$ cat config.mk
export PLATFORM = sky130hd
export DESIGN_NAME = kth_largest_stream_select
export DESIGN_NICKNAME = d
export VERILOG_FILES = /design/src/hdl/kls_pkg.sv /design/src/hdl/kls_ctrl.sv /design/src/hdl/kls_datapath.sv /design/src/hdl/kth_largest_stream_select.sv
export VERILOG_INCLUDE_DIRS = /design/src /design/src/hdl
export SDC_FILE = /design/constraint.sdc
export NUM_CORES = 2
export LEC_CHECK = 0
export ABC_AREA = 1
export ABC_CLOCK_PERIOD_IN_PS = 18550
export BUFFER_PORTS_ARGS = -buffer_cell sky130_fd_sc_hd__buf_4
export CAP_MARGIN = 20
export CORE_ASPECT_RATIO = 0.6
export CORE_MARGIN = 4
export CORE_UTILIZATION = 45
export CTS_CLUSTER_SIZE = 10
export DETAILED_ROUTE_END_ITERATION = 8
export PLACE_DENSITY = 0.7
export SLEW_MARGIN = 25
export SYNTH_ARGS = -nofsm -noshare
export SYNTH_HDL_FRONTEND = slang
export SYNTH_SLANG_ARGS = --single-unit
$ cat constraint.sdc
create_clock -name clk -period 18.55 [get_ports clk]
set_input_delay 3.71 -clock clk [delete_from_list [all_inputs] [get_ports clk]]
set_output_delay 3.71 -clock clk [all_outputs]
set_load 0.005 [all_outputs]
$ cat src/hdl/kth_largest_stream_select_macros.svh
// ----------------------------------------------------------------------------
// kth_largest_stream_select_macros
// Assertion shorthands shared by the k-th largest selector modules.
// ----------------------------------------------------------------------------
`ifndef KTH_LARGEST_STREAM_SELECT_MACROS_SVH
`define KTH_LARGEST_STREAM_SELECT_MACROS_SVH

// Same-cycle implication, checked at every rising edge out of reset.
`define KLS_ASSERT_NOW(lbl, ante, cons, msg) \
  lbl: assert property (@(posedge clk) disable iff (!rst_n) (ante) |-> (cons)) \
    else $error(msg);

// Next-cycle implication, checked at every rising edge out of reset.
`define KLS_ASSERT_NEXT(lbl, ante, cons, msg) \
  lbl: assert property (@(posedge clk) disable iff (!rst_n) (ante) |=> (cons)) \
    else $error(msg);

`endif

$ cat src/hdl/kls_pkg.sv
// ----------------------------------------------------------------------------
// kls_pkg
// Shared constants and controller/datapath interface types for the
// k-th largest stream selector.
// ----------------------------------------------------------------------------
package kls_pkg;

  localparam int MAX_K      = 16;
  localparam int VALUE_BITS = 32;
  localparam int RANK_W     = 5;
  localparam int COUNT_W    = $clog2(MAX_K + 1);
  localparam int KEFF_W     = (COUNT_W > RANK_W) ? COUNT_W : RANK_W;

  localparam int CFG_ADDR_W = 3;
  localparam int CFG_DATA_W = 32;
  localparam int REG_IDX_W  = CFG_ADDR_W - 2;
  localparam logic [REG_IDX_W-1:0] REG_RANK_K = '0;

  // Commands from the controller to the sorted store.
  typedef struct packed {
    logic               fill;     // insert the item while the store is filling
    logic               replace;  // drop the smallest entry and insert the item
    logic               capture;  // load the result register from the new minimum
    logic [COUNT_W-1:0] count;    // number of valid entries before this item
  } kls_cmd_t;

  typedef struct packed {
    logic beats_min;  // the incoming value is above the smallest kept value
  } kls_status_t;

endpackage

$ cat src/hdl/kls_ctrl.sv
// ----------------------------------------------------------------------------
// kls_ctrl
// Controller: handshakes, fill/keep state machine, entry count and the
// result valid and too-few flags.
// ----------------------------------------------------------------------------
module kls_ctrl
  import kls_pkg::*;
(
  input  logic              clk,
  input  logic              rst_n,
  input  logic              in_tvalid,
  input  logic              in_tlast,
  output logic              in_tready,
  output logic              out_tvalid,
  input  logic              out_tready,
  output logic              too_few,
  input  logic              cfg_clear,
  input  logic [RANK_W-1:0] rank_k,
  input  kls_status_t       status,
  output kls_cmd_t          cmd
);

  typedef enum logic {
    S_FILL,
    S_KEEP
  } state_t;

  state_t             state_r;
  logic [COUNT_W-1:0] count_r;
  logic               out_valid_r;
  logic               too_few_r;

  logic [KEFF_W-1:0]  rank_ext;
  logic [KEFF_W-1:0]  k_clamp;
  logic [COUNT_W-1:0] k_eff;
  logic [COUNT_W-1:0] count_inc;
  logic               accept;

  // A rank of zero acts as one, a rank above the store depth as the depth.
  always_comb begin
    rank_ext = KEFF_W'(rank_k);
    if (rank_ext == '0) begin
      k_clamp = KEFF_W'(1);
    end else if (rank_ext > KEFF_W'(MAX_K)) begin
      k_clamp = KEFF_W'(MAX_K);
    end else begin
      k_clamp = rank_ext;
    end
    k_eff = k_clamp[COUNT_W-1:0];
  end

  assign count_inc  = count_r + COUNT_W'(1);
  assign in_tready  = !out_valid_r || out_tready;
  assign accept     = in_tvalid && in_tready;
  assign out_tvalid = out_valid_r;
  assign too_few    = too_few_r;

  always_comb begin
    cmd.fill    = accept && (state_r == S_FILL);
    cmd.replace = accept && (state_r == S_KEEP) && status.beats_min;
    cmd.capture = accept && in_tlast;
    cmd.count   = count_r;
  end

  always_ff @(posedge clk) begin
    if (!rst_n) begin
      state_r     <= S_FILL;
      count_r     <= '0;
      out_valid_r <= 1'b0;
    end else begin
      if (out_valid_r && out_tready) begin
        out_valid_r <= 1'b0;
      end
      if (cmd.capture) begin
        out_valid_r <= 1'b1;
        too_few_r   <= (state_r == S_FILL) && (count_inc < k_eff);
      end
      if (cfg_clear) begin
        state_r <= S_FILL;
        count_r <= '0;
      end else if (accept) begin
        if (in_tlast) begin
          state_r <= S_FILL;
          count_r <= '0;
        end else begin
          case (state_r)
            S_FILL: begin
              count_r <= count_inc;
              if (count_inc == k_eff) begin
                state_r <= S_KEEP;
              end
            end
            S_KEEP: begin
              count_r <= count_r;
            end
            default: begin
              state_r <= S_FILL;
              count_r <= '0;
            end
          endcase
        end
      end
    end
  end

`include "kth_largest_stream_select_macros.svh"

  `KLS_ASSERT_NOW(a_fill_below_rank, state_r == S_FILL, count_r < k_eff, "fill count reached rank")
  `KLS_ASSERT_NOW(a_keep_at_rank, state_r == S_KEEP, count_r == k_eff, "keep state off rank")
  `KLS_ASSERT_NEXT(a_last_restarts, cmd.capture, out_valid_r && (count_r == '0) && (state_r == S_FILL), "last item did not post result and restart")

endmodule

$ cat src/hdl/kls_datapath.sv
// ----------------------------------------------------------------------------
// kls_datapath
// Sorted store of the kept values (smallest in entry zero) and the result
// register.
// ----------------------------------------------------------------------------
module kls_datapath
  import kls_pkg::*;
(
  input  logic                         clk,
  input  logic                         rst_n,
  input  logic signed [VALUE_BITS-1:0] in_value,
  input  kls_cmd_t                     cmd,
  output kls_status_t                  status,
  output logic signed [VALUE_BITS-1:0] kth_value
);

  logic signed [VALUE_BITS-1:0] cell_r   [MAX_K];
  logic signed [VALUE_BITS-1:0] cell_nxt [MAX_K];
  logic signed [VALUE_BITS-1:0] cell_prv [MAX_K];
  logic signed [VALUE_BITS-1:0] cell_fol [MAX_K];
  logic signed [VALUE_BITS-1:0] kth_r;
  logic [MAX_K-1:0]             lt;
  logic [MAX_K-1:0]             lt_prv;
  logic [MAX_K-1:0]             lt_fol;

  // The store is kept in ascending order, so every valid entry below the
  // incoming value sits in one run starting at entry zero.
  always_comb begin
    for (int i = 0; i < MAX_K; i++) begin
      lt[i] = (COUNT_W'(i) < cmd.count) && (cell_r[i] < in_value);
    end
  end

  always_comb begin
    lt_prv[0]   = 1'b1;
    cell_prv[0] = cell_r[0];
    for (int i = 1; i < MAX_K; i++) begin
      lt_prv[i]   = lt[i-1];
      cell_prv[i] = cell_r[i-1];
    end
    lt_fol[MAX_K-1]   = 1'b0;
    cell_fol[MAX_K-1] = cell_r[MAX_K-1];
    for (int i = 0; i < MAX_K - 1; i++) begin
      lt_fol[i]   = lt[i+1];
      cell_fol[i] = cell_r[i+1];
    end
  end

  // Fill inserts the value and shifts larger entries up; replace drops
  // entry zero and shifts smaller entries down to make room.
  always_comb begin
    for (int i = 0; i < MAX_K; i++) begin
      cell_nxt[i] = cell_r[i];
      if (cmd.fill) begin
        if (lt[i]) begin
          cell_nxt[i] = cell_r[i];
        end else if (lt_prv[i]) begin
          cell_nxt[i] = in_value;
        end else begin
          cell_nxt[i] = cell_prv[i];
        end
      end else if (cmd.replace) begin
        if (lt_fol[i]) begin
          cell_nxt[i] = cell_fol[i];
        end else if ((i == 0) || lt[i]) begin
          cell_nxt[i] = in_value;
        end else begin
          cell_nxt[i] = cell_r[i];
        end
      end
    end
  end

  assign status.beats_min = in_value > cell_r[0];
  assign kth_value        = kth_r;

  always_ff @(posedge clk) begin
    for (int i = 0; i < MAX_K; i++) begin
      cell_r[i] <= cell_nxt[i];
    end
    if (cmd.capture) begin
      kth_r <= cell_nxt[0];
    end
  end

`include "kth_largest_stream_select_macros.svh"

  `KLS_ASSERT_NOW(a_replace_beats_min, cmd.replace, in_value > cell_r[0], "replace without a larger value")
  `KLS_ASSERT_NEXT(a_min_never_drops, cmd.replace, cell_r[0] >= $past(cell_r[0]), "replace lowered the minimum")

endmodule

$ cat src/hdl/kth_largest_stream_select.sv
// A last item's result appears on out_tvalid the cycle after it is accepted.
// One item per cycle while in_tready is high; each accepted item updates the sorted store.
// Input stalls only while a result waits in the output register and out_tready is low.
// Reset (rst_n low, synchronous): rank_k returns to 1, the kept count clears and no
// result is pending; stored values are not cleared and need no clearing pass.
// ----------------------------------------------------------------------------
// kth_largest_stream_select
// Streams signed values and reports the k-th largest of each set on its
// last item, with a flag when the set held fewer than k values.
// ----------------------------------------------------------------------------
module kth_largest_stream_select
  import kls_pkg::*;
(
  input  logic                  clk,
  input  logic                  rst_n,
  // in_tdata: [31:0] value
  input  logic [VALUE_BITS-1:0] in_tdata,
  input  logic                  in_tlast,
  input  logic                  in_tvalid,
  output logic                  in_tready,
  // out_tdata: [31:0] kth_value
  output logic [VALUE_BITS-1:0] out_tdata,
  // out_tuser: [0] too_few
  output logic                  out_tuser,
  output logic                  out_tvalid,
  input  logic                  out_tready,
  input  logic                  cfg_psel,
  input  logic                  cfg_penable,
  input  logic                  cfg_pwrite,
  input  logic [CFG_ADDR_W-1:0] cfg_paddr,
  input  logic [CFG_DATA_W-1:0] cfg_pwdata,
  output logic [CFG_DATA_W-1:0] cfg_prdata,
  output logic                  cfg_pready
);

  logic [RANK_W-1:0]            rank_k_r;
  logic                         cfg_write;
  logic                         rank_sel;
  kls_cmd_t                     cmd;
  kls_status_t                  status;
  logic signed [VALUE_BITS-1:0] kth_value;

  assign cfg_pready = 1'b1;
  assign rank_sel   = (cfg_paddr[CFG_ADDR_W-1:2] == REG_RANK_K);
  assign cfg_write  = cfg_psel && cfg_penable && cfg_pwrite && cfg_pready;

  always_ff @(posedge clk) begin
    if (!rst_n) begin
      rank_k_r <= RANK_W'(1);
    end else if (cfg_write && rank_sel) begin
      rank_k_r <= cfg_pwdata[RANK_W-1:0];
    end
  end

  always_comb begin
    if (rank_sel) begin
      cfg_prdata = CFG_DATA_W'(rank_k_r);
    end else begin
      cfg_prdata = '0;
    end
  end

  kls_ctrl u_ctrl (
    .clk        (clk),
    .rst_n      (rst_n),
    .in_tvalid  (in_tvalid),
    .in_tlast   (in_tlast),
    .in_tready  (in_tready),
    .out_tvalid (out_tvalid),
    .out_tready (out_tready),
    .too_few    (out_tuser),
    .cfg_clear  (cfg_write && rank_sel),
    .rank_k     (rank_k_r),
    .status     (status),
    .cmd        (cmd)
  );

  kls_datapath u_datapath (
    .clk       (clk),
    .rst_n     (rst_n),
    .in_value  ($signed(in_tdata)),
    .cmd       (cmd),
    .status    (status),
    .kth_value (kth_value)
  );

  assign out_tdata = $unsigned(kth_value);

endmodule
Word-level counts from Yosys, hierarchy flattened
Memories as Yosys holds them, arrays and structs flattened.
Cells that the tools add are included.
W data, S select, Z words.
- bits in registers: 45
- memory bits (writable): 512
- bits of input ports: 75
- output and inout bits: 68
- word-level logic and storage cells: 156
- memories: 1
- memory list (name ; words ; bits a word ; rd ports ; clocked after memory_dff ; write ports ; line ; RTL):
    u_datapath.cell_r ; 16 ; 32 ; 16 ; 0 ; 16 ; kls_datapath.sv:17 ; logic signed [VALUE_BITS-1:0] cell_r [MAX_K];
- add/subtract/negate cells: 1
- $lt $le $gt $ge: 35
- eq/ne operators: 2
- muxes and demuxes: 75
- bitwise operators: 3
- reduce and logical (&&, ||, !) cells: 33
- operator list (kind ; count):
    $mux W32 ; 65
    $lt A32 B32 Y1 ; 16
    $lt A4 B5 Y1 const A ; 8
    $gt A32 B32 Y1 ; 1
    $logic_and A1 B1 Y1 ; 26
    $mux W5 ; 5
    $lt A3 B5 Y1 const A ; 4
    $lt A1 B5 Y1 const A ; 2
    $lt A2 B5 Y1 const A ; 2
    $add A5 B1 Y5 const B ; 1
    $eq A5 B5 Y1 ; 1
    $gt A5 B5 Y1 const B ; 1
    $logic_not A5 Y1 ; 1
    $lt A5 B5 Y1 ; 1
    $mux W1 ; 5
    $reduce_and A2 Y1 ; 2
    $not A1 Y1 ; 3
    $ne A2 B2 Y1 const B ; 1
    $reduce_bool A2 Y1 ; 1
    $reduce_or A2 Y1 ; 1
    $logic_not A1 Y1 ; 1
    $logic_or A1 B1 Y1 ; 1

Logic depth before layout (Yosys ltp)
- word-level depth: 7
- depth in mapped cells: 21
- mapped depth without buffers: 18

Modules after synthesis
From an unflattened synthesis, not the netlist that was laid out.
- cells, all modules: 6514
- area, all modules: 48788.0 µm²
- by module, submodules not included (module ; instances ; cells an instance ; area an instance (µm²) ; seq. area each (µm²)):
    kls_datapath ; 1 ; 6354 ; 47739.5 ; 16015.4
    kls_ctrl ; 1 ; 85 ; 563.0 ; 170.2
    kth_largest_stream_select ; 1 ; 75 ; 485.5 ; 100.1

Worst setup path after synthesis
No wires, ideal clock.
- path type: input to register
- from: input in_tdata[0]
- to: register u_datapath.kth_r[10], in the netlist u_datapath.kth_value[10], data pin
- library setup time: 265 ps
- data arrival time: 15076 ps
- data required time: 18285 ps
- setup slack: 3209 ps
- stages: 18
- path buffers: 2
- cell sequence: buf_4 > inv_1 > ha_1 > inv_1 > a21oi_1 > o21ai_0 > nand2_1 > nand2_1 > nand2_1 > nand2_1 > nand2_1 > nand3_1 > nand4_1 > nand2_1 > inv_1 > clkbuf_1 > nand2_1 > nand3_1
- RTL lines (item ; line ; RTL):
    start: declaration ; kth_largest_stream_select.sv:17 ; input logic [VALUE_BITS-1:0] in_tdata,
    end signal: assignment ; kls_datapath.sv:82 ; kth_r <= cell_nxt[0];
    end: declaration ; kls_datapath.sv:21 ; logic signed [VALUE_BITS-1:0] kth_r;

==> impl_results.html <==
<table>
<tr><th>Metric</th><th>Value</th></tr>
<tr><th colspan="2">Run status</th></tr>
<tr><td>Result of the run</td><td>finished, final reports clean</td></tr>
<tr><th colspan="2">Logic synthesis</th></tr>
<tr><td>Synthesized instance count</td><td>6540</td></tr>
<tr><td>Compound-gate portion of the synthesized area</td><td>4.07%</td></tr>
<tr><td>Dominant combinational cell family by area after synthesis</td><td>simple AND/OR/NAND/NOR gates</td></tr>
<tr><td>Sequential cell area fraction in the yosys report</td><td>33.5%</td></tr>
<tr><td>Post-Synthesis Cell Area</td><td>48600 um^2</td></tr>
<tr><td>Syn avg cell area</td><td>7.44 um^2</td></tr>
<tr><td>Synth cell types</td><td>40</td></tr>
<tr><td>Number of warnings printed during yosys synthesis</td><td>0</td></tr>
<tr><td>Simple-gate area share of the yosys netlist</td><td>42.4%</td></tr>
<tr><td>Register bit total from synthesis</td><td>557</td></tr>
<tr><td>Synth Area in XOR/XNOR</td><td>0.0360%</td></tr>
<tr><td>Mux contribution to synthesized area</td><td>0%</td></tr>
<tr><td>Area share of fa/ha/maj cells after synthesis</td><td>12.9%</td></tr>
<tr><th colspan="2">Pwr</th></tr>
<tr><td>Internal Dissipation</td><td>2.81 mW</td></tr>
<tr><td>Switching pwr</td><td>1.73 mW</td></tr>
<tr><td>Sw Ratio</td><td>38.1%</td></tr>
<tr><td>Leak Pwr</td><td>23.5 nW</td></tr>
<tr><td>IR drop worst, VDD</td><td>0.0599 mV</td></tr>
<tr><td>Sequential group share of total power</td><td>40.3%</td></tr>
<tr><td>Power share of the combinational group</td><td>32.5%</td></tr>
<tr><td>Total chip power</td><td>4.54 mW</td></tr>
<tr><td>Power density normalized to cell area</td><td>88.1 nW/um^2</td></tr>
<tr><td>Share of total power in the clock network</td><td>27.1%</td></tr>
<tr><th colspan="2">Cells and area</th></tr>
<tr><td>Area taken by flip-flops and latches</td><td>16300 um^2</td></tr>
<tr><td>Commonest cells after routing, fill and taps aside</td><td>sky130_fd_sc_hd__nand2_1, sky130_fd_sc_hd__nand3_1, sky130_fd_sc_hd__nand4_1, sky130_fd_sc_hd__edfxtp_1, sky130_fd_sc_hd__ha_1</td></tr>
<tr><td>Layout area overhead</td><td>5.95%</td></tr>
<tr><td>Most frequent standard cell in the layout excluding fill and tap cells</td><td>sky130_fd_sc_hd__nand2_1</td></tr>
<tr><td>Total area of multi-input combinational cells</td><td>29100 um^2</td></tr>
<tr><td>Number of filler instances in the final layout</td><td>10.5k</td></tr>
<tr><td>Finished layout cell area</td><td>51500 um^2</td></tr>
<tr><td>Final Net Count</td><td>6877</td></tr>
<tr><td>Layout cells sized above 1</td><td>5.95%</td></tr>
<tr><td>Fin cells</td><td>7749</td></tr>
<tr><th colspan="2">Detailed routing</th></tr>
<tr><td>Final routed wire length divided by cell count</td><td>19.4 um</td></tr>
<tr><td>Number of iterations in the first detailed-routing pass</td><td>9</td></tr>
<tr><td>Initial detailed-routing violation count</td><td>5818</td></tr>
<tr><td>Vias after detailed routing</td><td>45.7k</td></tr>
<tr><td>Number of routed nets with antenna violations</td><td>0</td></tr>
<tr><td>Via density per instance</td><td>5.89</td></tr>
<tr><td>Total DRC errors in the routed layout</td><td>0</td></tr>
<tr><td>Wirelength, routed</td><td>151000 um</td></tr>
<tr><th colspan="2">Timing</th></tr>
<tr><td>Max-slew violations</td><td>0</td></tr>
<tr><td>Final setup fails</td><td>0</td></tr>
<tr><td>Final hold violation count</td><td>0</td></tr>
<tr><td>Least-Margin Pin Slew</td><td>1110 ps</td></tr>
<tr><td>Final total negative setup slack</td><td>0 ps</td></tr>
<tr><td>Share of the cycle needed by the critical path after routing</td><td>46.2%</td></tr>
<tr><td>Relative slew slack</td><td>26.2%</td></tr>
<tr><td>Final clock skew</td><td>26.3 ps</td></tr>
<tr><td>Final period demand of the worst path</td><td>8580 ps</td></tr>
<tr><td>Unrepaired setup endpoints after global routing</td><td>no</td></tr>
<tr><td>Setup slack after layout</td><td>9970 ps</td></tr>
<tr><td>Fmax</td><td>117 MHz</td></tr>
<tr><th colspan="2">Clock network</th></tr>
<tr><td>Maximum count of clock buffers along a single path</td><td>3</td></tr>
<tr><td>Root Driver</td><td>sky130_fd_sc_hd__clkbuf_16</td></tr>
<tr><td>Total number of clock tree sinks</td><td>557</td></tr>
<tr><td>Num CTS Buffers</td><td>66</td></tr>
<tr><td>Clock slew at reported path FFs</td><td>50 ps</td></tr>
<tr><td>Total of cells resized after clock tree synthesis</td><td>0</td></tr>
<tr><td>Hold-fix buffers at CTS</td><td>0</td></tr>
<tr><td>Post-CTS setup buffer count</td><td>0</td></tr>
<tr><td>TritonCTS clock tree</td><td>yes</td></tr>
<tr><td>H-Tree Level Count</td><td>3</td></tr>
<tr><td>Insertion delay of the later-clocked pin in the worst-skew pair</td><td>660 ps</td></tr>
<tr><th colspan="2">Critical path</th></tr>
<tr><td>Worst Path Class, Setup</td><td>in2reg</td></tr>
<tr><td>Critical-path top delay cell</td><td>sky130_fd_sc_hd__buf_4</td></tr>
<tr><td>Worst setup EP type</td><td>register</td></tr>
<tr><td>Reg-to-reg critical path startpoint</td><td>u_datapath.cell_r[0][31]</td></tr>
<tr><td>Arr. time, crit path</td><td>8860 ps</td></tr>
<tr><td>Worst Path Required</td><td>18830 ps</td></tr>
<tr><td>Startpoint type of the worst setup path</td><td>input pin</td></tr>
<tr><td>Register-to-Register Path Depth</td><td>14</td></tr>
<tr><td>Reg-to-reg setup timing slack</td><td>12900 ps</td></tr>
<tr><td>Crit path from</td><td>in_tdata[31]</td></tr>
<tr><td>Destination of the worst register-to-register timing path</td><td>u_datapath.cell_r[1][108]</td></tr>
<tr><td>Worst-path fanout max</td><td>110</td></tr>
<tr><td>Maximum cell stage delay along the critical path</td><td>760 ps</td></tr>
<tr><td>Sequence of cells on the critical path</td><td>buf_4, ha_1, nand2_1, nor2_1, nand2_1, nor4_2, nand2_1, nand3_2, nand4_1, buf_4, nand2_4, buf_4, buf_12, buf_16</td></tr>
<tr><th colspan="2">Floorplan</th></tr>
<tr><td>Number of placed I/O pins</td><td>143</td></tr>
<tr><td>Number of placement rows</td><td>93</td></tr>
<tr><td>Starting density of the core</td><td>45.3%</td></tr>
<tr><td>Die Footprint</td><td>114000 um^2</td></tr>
<tr><td>Chip Width</td><td>432 um</td></tr>
<tr><td>Area of the placeable core</td><td>107000 um^2</td></tr>
<tr><td>Die outline height</td><td>263 um</td></tr>
<tr><th colspan="2">Placed design</th></tr>
<tr><td>Number of cells in the design after placement</td><td>7655</td></tr>
<tr><td>Placed inst area</td><td>49600 um^2</td></tr>
<tr><td>Sum of net half-perimeters after detailed placement</td><td>105000 um</td></tr>
<tr><td>Pre-CTS setup slack</td><td>9440 ps</td></tr>
<tr><td>Port buffer count</td><td>85</td></tr>
<tr><td>GPL Wtd Cong</td><td>0.890</td></tr>
<tr><th colspan="2">Global routing</th></tr>
<tr><td>Aggregate global-route resource usage</td><td>25.3%</td></tr>
<tr><td>Via count of the first global-routing pass</td><td>41.7k</td></tr>
<tr><td>First-pass GRT wire length</td><td>235000 um</td></tr>
<tr><td>Antenna violations before repair</td><td>2</td></tr>
<tr><td>GRT overflow</td><td>0</td></tr>
<tr><td>Largest net degree at the start of global routing</td><td>189</td></tr>
<tr><th colspan="2">Min path</th></tr>
<tr><td>Instance count along the most critical hold path</td><td>2</td></tr>
<tr><td>Start point of the worst hold path</td><td>rank_k_r[3]</td></tr>
<tr><td>Endpoint of the worst hold path</td><td>rank_k_r[3]</td></tr>
<tr><td>Type of the most critical hold path</td><td>reg2reg</td></tr>
<tr><th colspan="2">Flow run</th></tr>
<tr><td>Number of max-cap violations</td><td>0</td></tr>
</table>
[area by class of cell]
class	count	area share, %
Sequential cell	557	31.6
Clock buffer	89	3.52
Clock inverter	3	0.0437
Antenna cell	1	0.00486
Multi-Input combinational cell	5208	56.6
Timing Repair Buffer	173	2.65
Tap cell	1425	3.46
Inverter	293	2.16
[power by group through the flow]
stage,Clock (mW),Sequential [mW],Combinational (mW)
6_report,1.23,1.83,1.48
5_1_grt,1.29,1.85,1.67
4_1_cts,1.25,1.82,1.45
3_5_place_dp,0,1.84,1.44
3_3_place_gp,0,1.84,1.40
2_1_floorplan,0,1.84,1.07
[synthesized netlist by cell type]
master	count	area share (%)
sky130_fd_sc_hd__nor2_1	145	1.1
sky130_fd_sc_hd__nand2_1	1627	13
sky130_fd_sc_hd__o221ai_1	1	0.018
sky130_fd_sc_hd__o21a_1	8	0.12
sky130_fd_sc_hd__nand2_2	12	0.15
sky130_fd_sc_hd__clkinv_1	4	0.031
sky130_fd_sc_hd__buf_6	19	0.44
sky130_fd_sc_hd__or2_1	333	4.3
sky130_fd_sc_hd__a21boi_0	1	0.015
sky130_fd_sc_hd__a21oi_1	251	2.6
sky130_fd_sc_hd__or2_2	70	0.90
sky130_fd_sc_hd__buf_1	50	0.39
sky130_fd_sc_hd__nand3_2	24	0.49
sky130_fd_sc_hd__nor2_2	1	0.013
sky130_fd_sc_hd__dfxtp_1	44	1.8
sky130_fd_sc_hd__conb_1	2	0.015
sky130_fd_sc_hd__buf_4	46	0.71
sky130_fd_sc_hd__nor4_2	1	0.026
sky130_fd_sc_hd__nand4_2	1	0.026
sky130_fd_sc_hd__a31oi_1	5	0.064
sky130_fd_sc_hd__nor3_1	30	0.31
sky130_fd_sc_hd__clkbuf_1	313	2.4
sky130_fd_sc_hd__inv_1	286	2.2
sky130_fd_sc_hd__o21ai_0	103	1.1
sky130_fd_sc_hd__buf_2	79	0.81
sky130_fd_sc_hd__o21ba_2	1	0.021
sky130_fd_sc_hd__o21ai_1	6	0.062
sky130_fd_sc_hd__a22oi_1	1	0.015
sky130_fd_sc_hd__ha_1	503	13
sky130_fd_sc_hd__nor4_1	1	0.013
sky130_fd_sc_hd__edfxtp_1	513	32
sky130_fd_sc_hd__nand4_1	552	7.1
sky130_fd_sc_hd__inv_2	3	0.023
sky130_fd_sc_hd__nand3b_1	5	0.077
sky130_fd_sc_hd__clkbuf_2	1	0.010
sky130_fd_sc_hd__nor3b_1	1	0.015
sky130_fd_sc_hd__and3_1	1	0.013
sky130_fd_sc_hd__xor2_1	2	0.036
sky130_fd_sc_hd__nand3_1	1487	15
sky130_fd_sc_hd__o211ai_1	7	0.11
[critical path, delay by kind of cell]
kind | cells | cell delay (ps)
and+or+nand+nor | 8 | 2260
buffers and inverters | 5 | 2160
adders and majority gates | 1 | 420
[logic make-up (layout without fill, tap and decap cells)]
group,after synthesis,count (layout)
simple gates,4291,4291
buf+inv,801,558
flops,557,557
fa+ha+maj,503,503
compound gates,384,384
other cells,2,29
xor+xnor,2,2
[worst max path at each step]
stage	to	slack [ps]	cells past startpoint
2_1_floorplan	u_datapath.kth_value[10]	3210	18
3_3_place_gp	u_datapath.cell_r[1][116]	9440	13
4_1_cts	u_datapath.cell_r[1][118]	10120	13
6_report	u_datapath.cell_r[1][108]	9970	14
5_1_grt	u_datapath.cell_r[1][204]	9760	14
3_5_place_dp	u_datapath.cell_r[1][149]	9440	13
[flip-flops by register name (all words and copies together), names as in the netlist]
| signal | cells |
|---|---|
| rank_k_r | 5 |
| u_datapath.kth_value | 32 |
| u_ctrl.out_tvalid | 1 |
| u_ctrl.too_few | 1 |
| u_ctrl.state_r | 1 |
| u_ctrl.count_r | 5 |
| u_datapath.cell_r | 512 |
[layer usage]
metal  part of all wire [%]  vias to the layer above  GRT usage, %
li1                       -                    22600             -
met1                     49                    20700          40.9
met2                     39                     2231          34.8
met3                     11                      172          4.05
met4                    1.5                        0          5.12
met5                      0                        -             0
[per-stage QoR]
stage / hold slack, ps / utilization, %
6_report: 494 / 48.0
5_1_grt: 538 / 48.0
4_1_cts: 493 / 48.0
3_5_place_dp: 486 / 46.3
3_3_place_gp: 485 / 46.2
2_1_floorplan: 457 / -
Note: power is estimated with default switching activity, not from simulation.
